`config.mk`:
```
export PLATFORM = sky130hd
export DESIGN_NAME = sst_queue
export DESIGN_NICKNAME = d
export VERILOG_FILES = /design/src/sv/sst_queue.sv
export SDC_FILE = /design/constraint.sdc
export NUM_CORES = 1
export LEC_CHECK = 0
export BUFFER_PORTS_ARGS = -buffer_cell sky130_fd_sc_hd__buf_2
export CAP_MARGIN = 20
export CORE_MARGIN = 2
export CORE_UTILIZATION = 40
export CTS_CLUSTER_DIAMETER = 60
export DETAILED_ROUTE_END_ITERATION = 8
export PLACE_DENSITY = 0.68
export SLEW_MARGIN = 20
export SYNTH_ARGS = -nofsm -noshare
export SYNTH_HDL_FRONTEND = slang
export SYNTH_SLANG_ARGS = --single-unit
```
`constraint.sdc`:
```
create_clock -name clk -period 1.9 [get_ports clk]
set_input_delay 0.285 -clock clk [delete_from_list [all_inputs] [get_ports clk]]
set_output_delay 0.285 -clock clk [all_outputs]
set_load 0.01 [all_outputs]
```
`src/sv/sst_queue.sv`:
```
module sst_queue #(
  parameter int W = 8
) (
  input  logic         clk,
  input  logic         rst_n,
  input  logic         wr_valid,
  output logic         wr_ready,
  input  logic [W-1:0] wr_data,
  output logic         rd_valid,
  input  logic         rd_ready,
  output logic [W-1:0] rd_data
);
  // two-entry queue
  logic [W-1:0] mem_r [2];
  logic         wp_r, rp_r;
  logic [1:0]   cnt_r;
  logic         wr_en, rd_en;

  assign wr_ready = (cnt_r != 2'd2);
  assign rd_valid = (cnt_r != 2'd0);
  assign rd_data  = mem_r[rp_r];
  assign wr_en    = wr_valid && wr_ready;
  assign rd_en    = rd_valid && rd_ready;

  always_ff @(posedge clk) begin
    if (wr_en) begin
      mem_r[wp_r] <= wr_data;
    end
    if (!rst_n) begin
      wp_r  <= 1'b0;
      rp_r  <= 1'b0;
      cnt_r <= 2'd0;
    end else begin
      if (wr_en) wp_r <= ~wp_r;
      if (rd_en) rp_r <= ~rp_r;
      cnt_r <= cnt_r + {1'b0, wr_en} - {1'b0, rd_en};
    end
  end

endmodule

```
==> qor.yml <==
final_area_um2: 978.4
clock.fmax_mhz: 607.9
postCtsSetupBuffers: 0
swShare: 0.2793
antenna_found_initial: 0
grt_setup_unrepaired: "false"
antennaDiodeCount: 0
crit_path_max_incr_delay_ps: 550
cts_tree: "built"
final_cell_mix: "21 x buf_2, 16 x edfxtp_1, 8 x mux2_2, 5 x dfxtp_1"
crit_fanout: 8
row_count: 16
drv_slew: 0
first_pass_iters: 2
drive_gt1_frac: 0.4730
fin_crit_ps: 1645
p_leak_nw: 0.3892
cts_sinks: 21
synthCells: 49
start_util: 0.4175
regArea_um2: 580.6
fillers: 178
grt_pass1_wl_mm: 1.835
drt-wirelength-per-cell_um: 11.20
cts_buffers: 3
post_dp_cell_area_um2: 952.2
layout.nets: 89
htreeDepth: 1
io_pins: 22
max-slew-margin-rel: 0.7325
die_area_mm2: 0.002403
combPwrFrac: 0.299
layout_worst_path_cycle_share: 0.8658
ys_seq_area_frac: 0.7160
hold_buffers: 0
p_clk_frac: 0.168
grt_pass1_vias: 406
critPathRequiredTime_ps: 1620
insertion_delay_ps: 290
tns_ps: 0
synth_cell_type_count: 16
die_w_um: 49.02
hold_viol: 0
tightest_slew_ps: 401.2
timing.critical_path.max_delay_family: "flip-flops"
pwr-share-seq: 0.533
multi_input_area_um2: 221.5
cap_violations: 0
fp.dieH_um: 49.02
critPathKind: "reg2out"
internal_power_w: 0.0008630
hold_class: "in2reg"
skew_ps: 4.726
final_common_cell: "buf_2"
routed-via-count: 450
crit_buf_inv: 1
drt-initial-drc-count: 9
ant_nets: 0
wirelength_mm: 1.131
cts_root_buf: "clkbuf_4"
start_kind: "register"
synth_area_um2: 810.8
postSynthAreaPerCell_um2: 16.55
yosysWarnings: 0
run_status: "complete, no violations"
drc_errors: 0
cts_buffer_depth: 2
slowest_stage: "dfxtp_1"
cts_resized: 0
switchingPower_w: 0.0003345
powerDensity_mw_per_mm2: 1224
ys_ff_latch: 21
setup_viol: 0
grt_start_max_net_pins: 12
via_per_inst: 4.455
ir_worst_vdd_uv: 623.5
area_growth_pct: 20.68
portBuffers: 21
syn-num-nets: 63
fp.coreArea_mm2: 0.001942
critPathArrivalTime_ps: 1360
end_kind: "output pin"
gp_congestion: 0.7412
grt_overflow: 0
grt_use_total: 0.1078
path_clk_slew_ps: 110
crit_chain: "mux2_2 > buf_2"
power by group through the flow:
stage	sequential, W	combinational (W)	clock [W]
floorplan	0.000619	0.000272	0
global placement	0.000645	0.000359	0
detailed placement	0.000650	0.000364	0
CTS	0.000640	0.000366	0.000208
global route	0.000651	0.000400	0.000226
finish	0.000638	0.000358	0.000201
path summary, 6_finish.rpt:
path	startpoint	endpoint	slack, ps	cells after the start
max	register	rd_data[7]	250	2
min	wr_data[6]	mem_r[0][6]	170	1
max reg2reg	cnt_r[0]	cnt_r[1]	280	8
min reg2reg	wp_r	wp_r	500	2
logic make-up (layout without fill, tap and decap cells):
kind of cell / count (synthesis) / count (layout) / synth area share
adders and majority gates: 2 / 2 / 0.03086
and+or+nand+nor: 11 / 11 / 0.07562
buffers and inverters: 2 / 27 / 0.01079
AOI/OAI and AO/OA: 1 / 1 / 0.01080
DFF: 21 / 21 / 0.7161
xor gates and xnor gates: 3 / 3 / 0.03241
muxes: 9 / 9 / 0.1235
synthesized netlist by cell type (all sizes together):
master  instances  area share
and2            2       0.015
and3            1      0.0077
buf             1      0.0062
dfxtp           5        0.12
edfxtp         16        0.59
ha              2       0.031
inv             1      0.0046
mux2            8        0.11
mux2i           1       0.012
nand2           2      0.0093
nand2b          2       0.015
nor2            1      0.0046
nor2b           2       0.015
o21a            1       0.011
or2             1      0.0077
xnor2           3       0.032
flip-flops by register name (all words and copies together), names as in the netlist, named ones only:
name and count:
mem_r 16, rp_r 1, wp_r 1, cnt_r 2
layout make-up:
class,instances,share of cell area
Clock buffer,4,0.02685
Inverter,1,0.003836
Multi-Input combinational cell,26,0.2263
Sequential cell,21,0.5934
Tap cell,27,0.03453
Timing Repair Buffer,22,0.1151
per-layer routing:
metal | vias up | GRT usage | wire (µm)
li1 | 226 | - | -
met1 | 211 | 0.1335 | 484
met2 | 11 | 0.1667 | 573
met3 | 2 | 0.02761 | 60
met4 | 0 | 0.07143 | 13
met5 | - | 0 | 0
metrics by stage:
step | total power (W) | utilization | hold WS, ps | instances | worst slack (ps)
finish | 0.001197 | 0.5039 | 174.3 | 101 | 255.0
global route | 0.001277 | 0.5039 | 161.3 | 101 | 124.4
CTS | 0.001215 | 0.5039 | 165.7 | 101 | 217.3
detailed placement | 0.001014 | 0.4903 | 475.7 | 97 | 279.9
global placement | 0.001004 | 0.4903 | 473.4 | 97 | 340.2
floorplan | 0.0008918 | - | 383.9 | 49 | 291.8
Note: power is estimated with default switching activity, not from simulation.
