$ cat config.mk
export PLATFORM = sky130hd
export DESIGN_NAME = sst_classify
export DESIGN_NICKNAME = d
export VERILOG_FILES = /design/src/sv/sst_pkg.sv /design/src/sv/sst_classify.sv
export SDC_FILE = /design/constraint.sdc
export NUM_CORES = 1
export LEC_CHECK = 0
export BUFFER_PORTS_ARGS = -buffer_cell sky130_fd_sc_hd__buf_4
export CAP_MARGIN = 20
export CORE_AREA = 2 2 39 41
export DETAILED_ROUTE_END_ITERATION = 16
export DIE_AREA = 0 0 41 43
export PLACE_DENSITY = 0.79
export SLEW_MARGIN = 40
export SYNTH_ARGS = -nofsm -noshare
export SYNTH_HDL_FRONTEND = slang
export SYNTH_SLANG_ARGS = --single-unit
$ cat constraint.sdc
create_clock -name vclk -period 1.54
set_clock_uncertainty 0.05 [all_clocks]
set_input_delay 0.154 -clock vclk [all_inputs]
set_output_delay 0.154 -clock vclk [all_outputs]
set_load 0.1 [all_outputs]
$ cat src/sv/sst_pkg.sv
package sst_pkg;

  localparam int OFFSET_BITS_DEF   = 16;
  localparam int KEYWORD_CHARS_DEF = 6;
  localparam int NUM_KEYWORDS      = 14;

  localparam logic [5:0] K_DOT     = 6'd7;
  localparam logic [5:0] K_BANG    = 6'd13;
  localparam logic [5:0] K_EQUAL   = 6'd15;
  localparam logic [5:0] K_LESS    = 6'd17;
  localparam logic [5:0] K_GREATER = 6'd19;
  localparam logic [5:0] K_STRING  = 6'd21;
  localparam logic [5:0] K_NUMBER  = 6'd22;
  localparam logic [5:0] K_IDENT   = 6'd23;
  localparam logic [5:0] K_KW_BASE = 6'd24;
  localparam logic [5:0] K_END     = 6'd38;
  localparam logic [5:0] K_ERRKIND = 6'd39;

  localparam logic [1:0] ERR_NONE  = 2'd0;
  localparam logic [1:0] ERR_CHAR  = 2'd1;
  localparam logic [1:0] ERR_STR   = 2'd2;

  localparam logic CMD_BYTE = 1'b0;
  localparam logic CMD_END  = 1'b1;

  // one result token, fully formed
  typedef struct packed {
    logic [5:0]  kind;
    logic [1:0]  err;
    logic [15:0] start;
    logic [15:0] len;
    logic [15:0] line;
    logic        last;
  } tok_t;

  // up to three results per beat
  typedef struct packed {
    logic [1:0]    count;
    tok_t [2:0]    tok;
  } tok_group_t;

  // byte class from the front end
  typedef struct packed {
    logic is_end;
    logic [7:0] b;
    logic digit;
    logic alpha;
    logic space;
    logic newline;
    logic quote;
    logic hash;
    logic dot;
    logic equal;
    logic punct;
    logic [3:0] punct_idx;
    logic op;
    logic [5:0] op_kind;
  } byte_class_t;

  // keyword text, first char in low byte
  function automatic logic [63:0] kw_text(input int i);
    unique case (i)
      0: kw_text = {40'd0, "dna"};
      1: kw_text = {32'd0, "esle"};
      2: kw_text = {32'd0, "file"};
      3: kw_text = {24'd0, "eslaf"};
      4: kw_text = {40'd0, "rof"};
      5: kw_text = {48'd0, "nf"};
      6: kw_text = {48'd0, "fi"};
      7: kw_text = {40'd0, "lin"};
      8: kw_text = {48'd0, "ro"};
      9: kw_text = {40'd0, "yas"};
      10: kw_text = {16'd0, "nruter"};
      11: kw_text = {32'd0, "eurt"};
      12: kw_text = {40'd0, "tel"};
      default: kw_text = {24'd0, "elihw"};
    endcase
  endfunction

  function automatic logic [3:0] kw_len(input int i);
    unique case (i)
      0, 4, 7, 9, 12: kw_len = 4'd3;
      1, 2, 11:       kw_len = 4'd4;
      3, 13:          kw_len = 4'd5;
      5, 6, 8:        kw_len = 4'd2;
      default:        kw_len = 4'd6;
    endcase
  endfunction

endpackage

$ cat src/sv/sst_classify.sv
module sst_classify (
  input  logic                     cmd_end,
  input  logic [7:0]               b,
  output sst_pkg::byte_class_t     cls
);
  import sst_pkg::*;

  always_comb begin
    cls = '0;
    cls.is_end  = cmd_end;
    cls.b       = b;
    cls.digit   = (b >= "0") && (b <= "9");
    cls.alpha   = ((b >= "a") && (b <= "z")) || ((b >= "A") && (b <= "Z")) || (b == "_");
    cls.space   = (b == " ") || (b == 8'h0d) || (b == 8'h09);
    cls.newline = (b == 8'h0a);
    cls.quote   = (b == 8'h22);
    cls.hash    = (b == "#");
    cls.dot     = (b == ".");
    cls.equal   = (b == "=");
    cls.punct   = 1'b1;
    unique case (b)
      "(": cls.punct_idx = 4'd0;
      ")": cls.punct_idx = 4'd1;
      "{": cls.punct_idx = 4'd2;
      "}": cls.punct_idx = 4'd3;
      "[": cls.punct_idx = 4'd4;
      "]": cls.punct_idx = 4'd5;
      ",": cls.punct_idx = 4'd6;
      ".": cls.punct_idx = 4'd7;
      "-": cls.punct_idx = 4'd8;
      "+": cls.punct_idx = 4'd9;
      ";": cls.punct_idx = 4'd10;
      "*": cls.punct_idx = 4'd11;
      "/": cls.punct_idx = 4'd12;
      default: begin
        cls.punct_idx = 4'd0;
        cls.punct     = 1'b0;
      end
    endcase
    cls.op = 1'b1;
    unique case (b)
      "!": cls.op_kind = K_BANG;
      "=": cls.op_kind = K_EQUAL;
      "<": cls.op_kind = K_LESS;
      ">": cls.op_kind = K_GREATER;
      default: begin
        cls.op_kind = K_BANG;
        cls.op      = 1'b0;
      end
    endcase
  end

endmodule

==> impl_metrics.csv <==
group,metric,value,unit
global_route,grt_max_degree,18,
synthesis,synth_cells,79,
synthesis,yosysSeqAreaShare,0,
synthesis,synth_top_family_by_area,"simple AND/OR/NAND/NOR gates",
final_layout,final_cells,136,
synthesis,synth_fa_ha_area_frac,0,
synthesis,synth_compound_area_frac,0.1907,
synthesis,yosysUniqueCellTypes,34,
final_layout,nNetsFinal,131,
drt,via_count,780,
global_route,grt_pass1_wl,3691,um
place,dp.cells,134,
setup_path,crit_path_start_kind,"input port",
floorplan,core_area,1384,um^2
clocking,hold_buffers,0,
floorplan,io_pins,38,
final_layout,antenna_cells,0,
final_layout,clockBufferCount,0,
final_layout,final_cell_mix,"37 x buf_4, 12 x buf_6, 7 x buf_12",
setup_path,crit_start,"b[4]",
place,dp_hpwl,1601,um
drt,antenna_left,0,
final_layout,area_growth,151.8,%
floorplan,rows,14,
hold_path,hold_path.class,"in2out",
status,failed_checks,"negative setup slack",
drt,drt_iter0_markers,29,
drt,drt_pass1_iterations,4,
setup_path,cp-endpoint,"cls[15]",
place,place_congestion,0.8157,
final_layout,area.sequential,0,um^2
sta,maxSlewViolCount,0,
final_layout,nFillCells,66,
global_route,antenna_found_initial,0,
sta,rsz0062_at_grt,"true",
final_layout,flops_and_latches,0,
final_layout,fin_util,0.8834,
sta,finalSetupViolCount,7,
final_layout,final_common_cell,"buf_4",
status,status,"finished with violations",
sta,max_freq,606.3,MHz
setup_path,cp_data_arrival_time,1.45,ns
synthesis,synth_warnings,0,
setup_path,critPathCaptureType,"primary output",
floorplan,die-area,1763,um^2
power_and_ir_drop,p_leak,0.4880,nW
synthesis,synth_area,485.5,um^2
global_route,grt_pass1_vias,748,
drt,wl_per_cell,19.88,um
synthesis,synth_nets,88,
floorplan,die_w,41,um
final_layout,fin_area,1222,um^2
synthesis,synthXorXnorAreaFrac,0.01804,
synthesis,synth_simple_gate_area_frac,0.5000,
power_and_ir_drop,ir_drop,0.1869,mV
floorplan,die_y,43,um
sta,post-route-min-period,1.649,ns
place,io_buffers,34,
place,dpl_cell_area,1007,um^2
global_route,overflow,0,
global_route,track_usage,0.2940,
sta,layout_setup_ws,-0.1095,ns
setup_path,critPathKind,"in2out",
drt,vias_per_cell,5.735,
drt,drc,0,
synthesis,syn_avg_cell_area,6.145,um^2
sta,finalHoldViolCount,0,
setup_path,critPathRequiredTime,1.34,ns
power_and_ir_drop,pwr_density_cell,316.7,nW/um^2
setup_path,critPathMaxFanout,4,
synthesis,synthMuxAreaShare,0.02320,
sta,fin_crit_sh,1.071,
floorplan,start_util,0.3508,
final_layout,drive_above_1_share,0.7667,
run,drv_cap,0,
drt,wl,2704,um
-- repair_timing --
item / CTS / global route
cloned: 0 / 0
setup endpoints to repair: 17 / 17
pin swaps: 8 / 8
gates resized for setup: 37 / 11
buffers inserted: 2 / 0
-- how the worst min path moves through the flow --
stage / from / to / slack, ns / depth (start not counted)
after floorplan: b[7] / cls[18] / 0.37 / 1
after global placement: cmd_end / cls[28] / 0.26 / 0
after detailed placement: cmd_end / cls[28] / 0.26 / 0
after CTS: cmd_end / cls[28] / 0.26 / 0
after global routing: cmd_end / cls[28] / 0.26 / 0
final: cmd_end / cls[28] / 0.26 / 0
-- power breakdown --
| part | leakage [nW] | total (mW) | switching [mW] | internal (mW) |
|---|---|---|---|---|
| sequential | 0 | 0 | 0 | 0 |
| clock | 0 | 0 | 0 | 0 |
| combinational | 0.488 | 0.387 | 0.266 | 0.121 |
-- critical path, stage by stage --
cell and delay [ns]:
buf_8 0.10, or4b_4 0.55, or2_4 0.28, nor3_4 0.16
buf_12 0.20
-- cells by family (layout without fill, tap and decap cells) --
family          Yosys count  in the layout
other cells               2              2
xor+xnor                  1              1
simple gates             40             40
buf+inv                  20             61
compound gates           15             15
mux                       1              1
-- per-stage QoR --
stage / hold WS (ns) / setup TNS (ns) / worst slack (ns) / total power, mW
final: 0.2589 / -0.3529 / -0.1095 / 0.3872
after global placement: 0.2597 / -1.358 / -0.1659 / 0.3390
after floorplan: 0.3720 / -2.446 / -0.4457 / 0.2785
after detailed placement: 0.2597 / -1.820 / -0.2080 / 0.3455
after global routing: 0.2592 / -0.6250 / -0.1164 / 0.3979
after CTS: 0.2597 / -0.1897 / -0.09323 / 0.3689
-- area by class of cell --
type,instances,area [um^2],share of cell area
well taps,16,20.02,0.01638
repair buffers,59,598.1,0.4893
multi-input cells,59,596.8,0.4882
inverters,2,7.507,0.006141
-- per-layer routing --
layer  up-vias  share of wire  GRT usage
met5         -              0          0
met4         0         0.0096    0.05333
met3         2          0.055    0.03141
met2        38           0.53     0.5031
met1       390           0.41     0.3778
li1        350              -          -
-- synth_stat cells (all sizes together) (2+ instances only) --
cell type  number  share of area
nor4            2          0.026
o21ai           4          0.041
nand3           2          0.021
nor2            4          0.031
conb            2          0.015
or2             3          0.039
nand4           2          0.026
inv             2          0.015
nor4b           2          0.036
clkbuf          4          0.031
nand2b          3          0.039
and3            2          0.026
buf            14           0.21
a31oi           2          0.026
or4             2          0.031
nor3            2          0.031
nand2           8          0.062
nor2b           3          0.039
a21oi           4          0.041
Power figures use the tool's default switching activity.
