--- config.mk ---
export PLATFORM = sky130hd
export DESIGN_NAME = sst_emit
export DESIGN_NICKNAME = d
export VERILOG_FILES = /design/src/sv/sst_pkg.sv /design/src/sv/sst_emit.sv
export SDC_FILE = /design/constraint.sdc
export NUM_CORES = 1
export LEC_CHECK = 0
export BUFFER_PORTS_ARGS = -buffer_cell sky130_fd_sc_hd__buf_4
export CAP_MARGIN = 30
export CORE_AREA = 2 2 92 94
export DETAILED_ROUTE_END_ITERATION = 10
export DIE_AREA = 0 0 94 96
export PLACE_DENSITY = 0.54
export SETUP_SLACK_MARGIN = 0.05
export SYNTH_ARGS = -nofsm -noshare
export SYNTH_HDL_FRONTEND = slang
export SYNTH_SLANG_ARGS = --single-unit
--- constraint.sdc ---
create_clock -name clk -period 2.88 [get_ports clk]
set_clock_uncertainty 0.1 [all_clocks]
set_input_delay 0.576 -clock clk [delete_from_list [all_inputs] [get_ports clk]]
set_output_delay 0.576 -clock clk [all_outputs]
set_load 0.02 [all_outputs]
--- src/sv/sst_pkg.sv ---
package sst_pkg;

  localparam int OFFSET_BITS_DEF   = 16;
  localparam int KEYWORD_CHARS_DEF = 6;
  localparam int NUM_KEYWORDS      = 14;

  localparam logic [5:0] K_DOT     = 6'd7;
  localparam logic [5:0] K_BANG    = 6'd13;
  localparam logic [5:0] K_EQUAL   = 6'd15;
  localparam logic [5:0] K_LESS    = 6'd17;
  localparam logic [5:0] K_GREATER = 6'd19;
  localparam logic [5:0] K_STRING  = 6'd21;
  localparam logic [5:0] K_NUMBER  = 6'd22;
  localparam logic [5:0] K_IDENT   = 6'd23;
  localparam logic [5:0] K_KW_BASE = 6'd24;
  localparam logic [5:0] K_END     = 6'd38;
  localparam logic [5:0] K_ERRKIND = 6'd39;

  localparam logic [1:0] ERR_NONE  = 2'd0;
  localparam logic [1:0] ERR_CHAR  = 2'd1;
  localparam logic [1:0] ERR_STR   = 2'd2;

  localparam logic CMD_BYTE = 1'b0;
  localparam logic CMD_END  = 1'b1;

  // one result token, fully formed
  typedef struct packed {
    logic [5:0]  kind;
    logic [1:0]  err;
    logic [15:0] start;
    logic [15:0] len;
    logic [15:0] line;
    logic        last;
  } tok_t;

  // up to three results per beat
  typedef struct packed {
    logic [1:0]    count;
    tok_t [2:0]    tok;
  } tok_group_t;

  // byte class from the front end
  typedef struct packed {
    logic is_end;
    logic [7:0] b;
    logic digit;
    logic alpha;
    logic space;
    logic newline;
    logic quote;
    logic hash;
    logic dot;
    logic equal;
    logic punct;
    logic [3:0] punct_idx;
    logic op;
    logic [5:0] op_kind;
  } byte_class_t;

  // keyword text, first char in low byte
  function automatic logic [63:0] kw_text(input int i);
    unique case (i)
      0: kw_text = {40'd0, "dna"};
      1: kw_text = {32'd0, "esle"};
      2: kw_text = {32'd0, "file"};
      3: kw_text = {24'd0, "eslaf"};
      4: kw_text = {40'd0, "rof"};
      5: kw_text = {48'd0, "nf"};
      6: kw_text = {48'd0, "fi"};
      7: kw_text = {40'd0, "lin"};
      8: kw_text = {48'd0, "ro"};
      9: kw_text = {40'd0, "yas"};
      10: kw_text = {16'd0, "nruter"};
      11: kw_text = {32'd0, "eurt"};
      12: kw_text = {40'd0, "tel"};
      default: kw_text = {24'd0, "elihw"};
    endcase
  endfunction

  function automatic logic [3:0] kw_len(input int i);
    unique case (i)
      0, 4, 7, 9, 12: kw_len = 4'd3;
      1, 2, 11:       kw_len = 4'd4;
      3, 13:          kw_len = 4'd5;
      5, 6, 8:        kw_len = 4'd2;
      default:        kw_len = 4'd6;
    endcase
  endfunction

endpackage

--- src/sv/sst_emit.sv ---
module sst_emit (
  input  logic                 clk,
  input  logic                 rst_n,
  input  logic                 grp_valid,
  output logic                 grp_ready,
  input  sst_pkg::tok_group_t  grp,
  output logic                 out_valid,
  input  logic                 out_ready,
  output sst_pkg::tok_t        tok
);
  import sst_pkg::*;

  logic [1:0] idx_r, idx_nxt;
  logic       have;

  assign have      = grp_valid && (grp.count != 2'd0);
  assign out_valid = have;
  assign tok       = grp.tok[idx_r];
  assign grp_ready = !have || (out_ready && (idx_r + 2'd1 == grp.count));

  always_comb begin
    idx_nxt = idx_r;
    if (grp_valid && grp_ready) idx_nxt = 2'd0;
    else if (have && out_ready) idx_nxt = idx_r + 2'd1;
  end

  always_ff @(posedge clk) begin
    if (!rst_n) begin
      idx_r <= 2'd0;
    end else begin
      idx_r <= idx_nxt;
    end
  end

endmodule

==> results list <==
- Max Clock Freq: 433 MHz
- Buffers added to address setup during post-CTS repair amount to 0.
* Tightest slew margin relative to the limit: 0.740
- The worst setup path is launched from a flip-flop.
* CTS Root Cell: sky130_fd_sc_hd__clkbuf_8
- Syn_area_per_cell: 6.47 sq um
- First-pass iteration count of the detailed router: 4
* Hold Path Origin: rst_n
* Overall global routing resource usage: 0.135
- The number of global-route vias before repair came to 2250.
* Part of the total power dissipated in sequential elements: 0.055
- Yosys cell types: 23
- Data required time of the critical path: 2.20 ns
* Area Growth Syn to Fin: 134%
- The floorplan step defined a die boundary enclosing around 9000 sq um.
- Drt wl/cell: 12.7 um
- Counting flops with a built-in enable in the synthesized netlist gives 0.
- The congestion estimate from routability-driven global placement came to 0.811.
* Main flop type after synthesis: sky130_fd_sc_hd__dfxtp_1
- In this run the critical register-to-register path is captured at idx_r[1].
- For the final routed database, the setup TNS stands at 0 ns.
- Number of hold violations in the final report: 0
- Num CTS Buffers: 3
* Post-synthesis cell area: 1390 sq um
- The Yosys step of the flow raised 0 warnings.
* Count of routing violations after the opening detailed-route iteration: 48
- Cell depth of the worst min-delay path: 2
- Number of clock sinks seen by CTS: 2
- Sequential element share of the synthesized area: 0.0288
* Max-slew violation count: 0
- The register with the most flip-flops in the layout has 2 of them.
* Portion of total power attributed to the clock network: 0.190
* Critical path fanouts, max: 23
- Fraction of layout cells with a size suffix above 1: 0.565
- Standard cell core area: 8050 sq um
* # resized after CTS: 0
* Crit path kind: reg2out
* Clock H-tree levels: 1
- VDD sags by at most 0.0807 mV.
- Status: finished, final reports clean
- The worst setup path is captured at a primary output.
- The net count of the finished layout is 617.
* Async set or reset register ratio after synthesis: 0
- # placed instances: 540
- Register with the highest flop count: idx_r
- Endpoint of the worst hold path: idx_r[0]
* First-pass GRT wire length: 9920 um
- After global routing the overflow that remains totals 0.
* Data arrival time of the worst path: between 1.5 and 2 ns
- Setup violations remaining at the end of the flow were counted as 0.
- Measured along the y axis, the die boundary spans 96 um.
* Non-filler instance count after layout: 544
* Bufs on Longest Clock Path: 2
- Using the TritonRoute via totals, the vias-per-cell ratio works out to roughly 4.4.
- Switching component of the power: 226 uW
- Cell internal power was estimated by the tool at around 400 uW.
- Post-Synthesis Cells: ~220
- In this run, synthesis produced a sequential element count of 2.
- Number of ports placed on the die boundary: ~240
- In the finished design, the share of the clock period the worst path needs comes to 0.802.
- Setup repair after global routing missed its margin: no
- The largest total area in the synthesized netlist belongs to sky130_fd_sc_hd__mux2i_1.
- Number of inserted diodes: 0
* Largest net degree at the start of global routing: 31
- Synth area leaders: sky130_fd_sc_hd__mux2i_1 42%, sky130_fd_sc_hd__o21ai_1 21%, sky130_fd_sc_hd__nand2_1 16%, sky130_fd_sc_hd__buf_6 4.0%, sky130_fd_sc_hd__buf_2 3.6%
* Reg-to-reg setup timing slack: 1.31 ns
- The floorplan has 33 rows.
* Horizontal die dimension: 94 um
* Starting density of the core: 0.173
* Pleak: 0.00149 uW
* Antenna violations before repair: 0
- Worst min-delay path class: in2reg
* Total power density per cell area: 193 nW/um^2
- By count the netlist is led by 58 x sky130_fd_sc_hd__mux2i_1, 58 x sky130_fd_sc_hd__nand2_1, 57 x sky130_fd_sc_hd__o21ai_1.
- The design draws 630 uW.
- Wirelength, routed: about 7000 um
- Of the total power, combinational logic draws 0.756.
- The number of hold buffers added after CTS was 0.
* Clock tree from TritonCTS: done
- Synthesis produced a netlist with a net count of 392.
* Actual slew at the worst max-slew pin: 0.390 ns
- The count of nets left with antenna violations once routing finished came out at 0.
* Largest registers: idx_r x2
* DRC violations left: 0
* Minimum clock period after layout: 2.31 ns
* Skew-Pair Late Insertion Delay: approximately 0.22 ns
* Total number of vias: 2417
- Post-placement setup slack: between 0.7 and 0.8 ns
* Crit path setup slack, layout: 0.571 ns
- The startpoint identified for the worst register-to-register timing path is idx_r[1].
* Max_cap viols: 0
- The worst register-to-register path has a depth of 4.
- Port Buffer Count: around 240
- The tightest hold path in the finished design has a slack of 0.521 ns.
- Of the post-synthesis cell area, the dominant cell type holds 0.417.
- Of the total power, the share spent switching nets is 0.359.
- Clock-pin slew was measured on the worst setup and hold paths at 0.03 ns.
[stage by stage]
stage / instance area (sq um) / util
floorplan: 1390 / -
global placement: 3220 / 0.400
detailed placement: 3220 / 0.400
CTS: 3260 / 0.405
global route: 3260 / 0.405
finish: 3260 / 0.405
[metal layers]
layer	GRT usage	up-vias	part of all wire
li1	-	1209	-
met1	0.136	1061	0.35
met2	0.264	139	0.52
met3	0.0407	8	0.12
met4	0.0399	0	0.018
met5	0	-	0
[worst max-delay path, stage by stage (launching register included)]
cell	delay, ns
sky130_fd_sc_hd__dfxtp_4	0.59
sky130_fd_sc_hd__buf_4	0.34
sky130_fd_sc_hd__mux2i_1	0.22
sky130_fd_sc_hd__o21ai_1	0.08
sky130_fd_sc_hd__buf_4	0.17
[layout by cell type, fill, tap and decap left out, types with 2 or more instances in the layout]
master	netlist	final
sky130_fd_sc_hd__mux2i_1	58	58
sky130_fd_sc_hd__and2_1	2	2
sky130_fd_sc_hd__clkbuf_8	0	3
sky130_fd_sc_hd__nand2_1	58	58
sky130_fd_sc_hd__o21ai_1	57	57
sky130_fd_sc_hd__nand3_1	2	2
sky130_fd_sc_hd__nor2_1	2	2
sky130_fd_sc_hd__inv_1	2	2
sky130_fd_sc_hd__buf_4	1	240
[cell families after synthesis]
logic type	count (synthesis)	synth area share
mux	58	0.417
simple gates	66	0.192
compound gates	65	0.254
buf+inv	23	0.101
flops	2	0.0288
xor+xnor	1	0.00630
[power by group through the flow]
stage | registers, uW | logic [uW] | clock network, uW
after floorplan | 29.1 | 192 | 0
after global placement | 35.1 | 478 | 0
after detailed placement | 35.3 | 480 | 0
after CTS | 34.9 | 482 | 125
after global routing | 35.3 | 510 | 129
final | 34.6 | 476 | 119
[cell type report]
class / count / area [sq um]
repair buffers: 241 / 1820
clock buffers: 4 / 45.0
well taps: 105 / 131
fillers: 846 / 4790
inverters: 2 / 7.51
flip-flops and latches: 2 / 45.0
multi-input cells: 190 / 1210
[worst max-delay path by stage]
stage / startpoint / endpoint / slack (ns)
after CTS: idx_r[1] / grp_ready / 0.53
final: idx_r[0] / tok[22] / 0.57
after global routing: idx_r[1] / tok[49] / 0.43
after floorplan: idx_r[1] / tok[34] / 1.04
after detailed placement: idx_r[1] / grp_ready / 0.75
after global placement: idx_r[1] / grp_ready / 0.80
No activity file was read; power rests on OpenSTA's default activity.
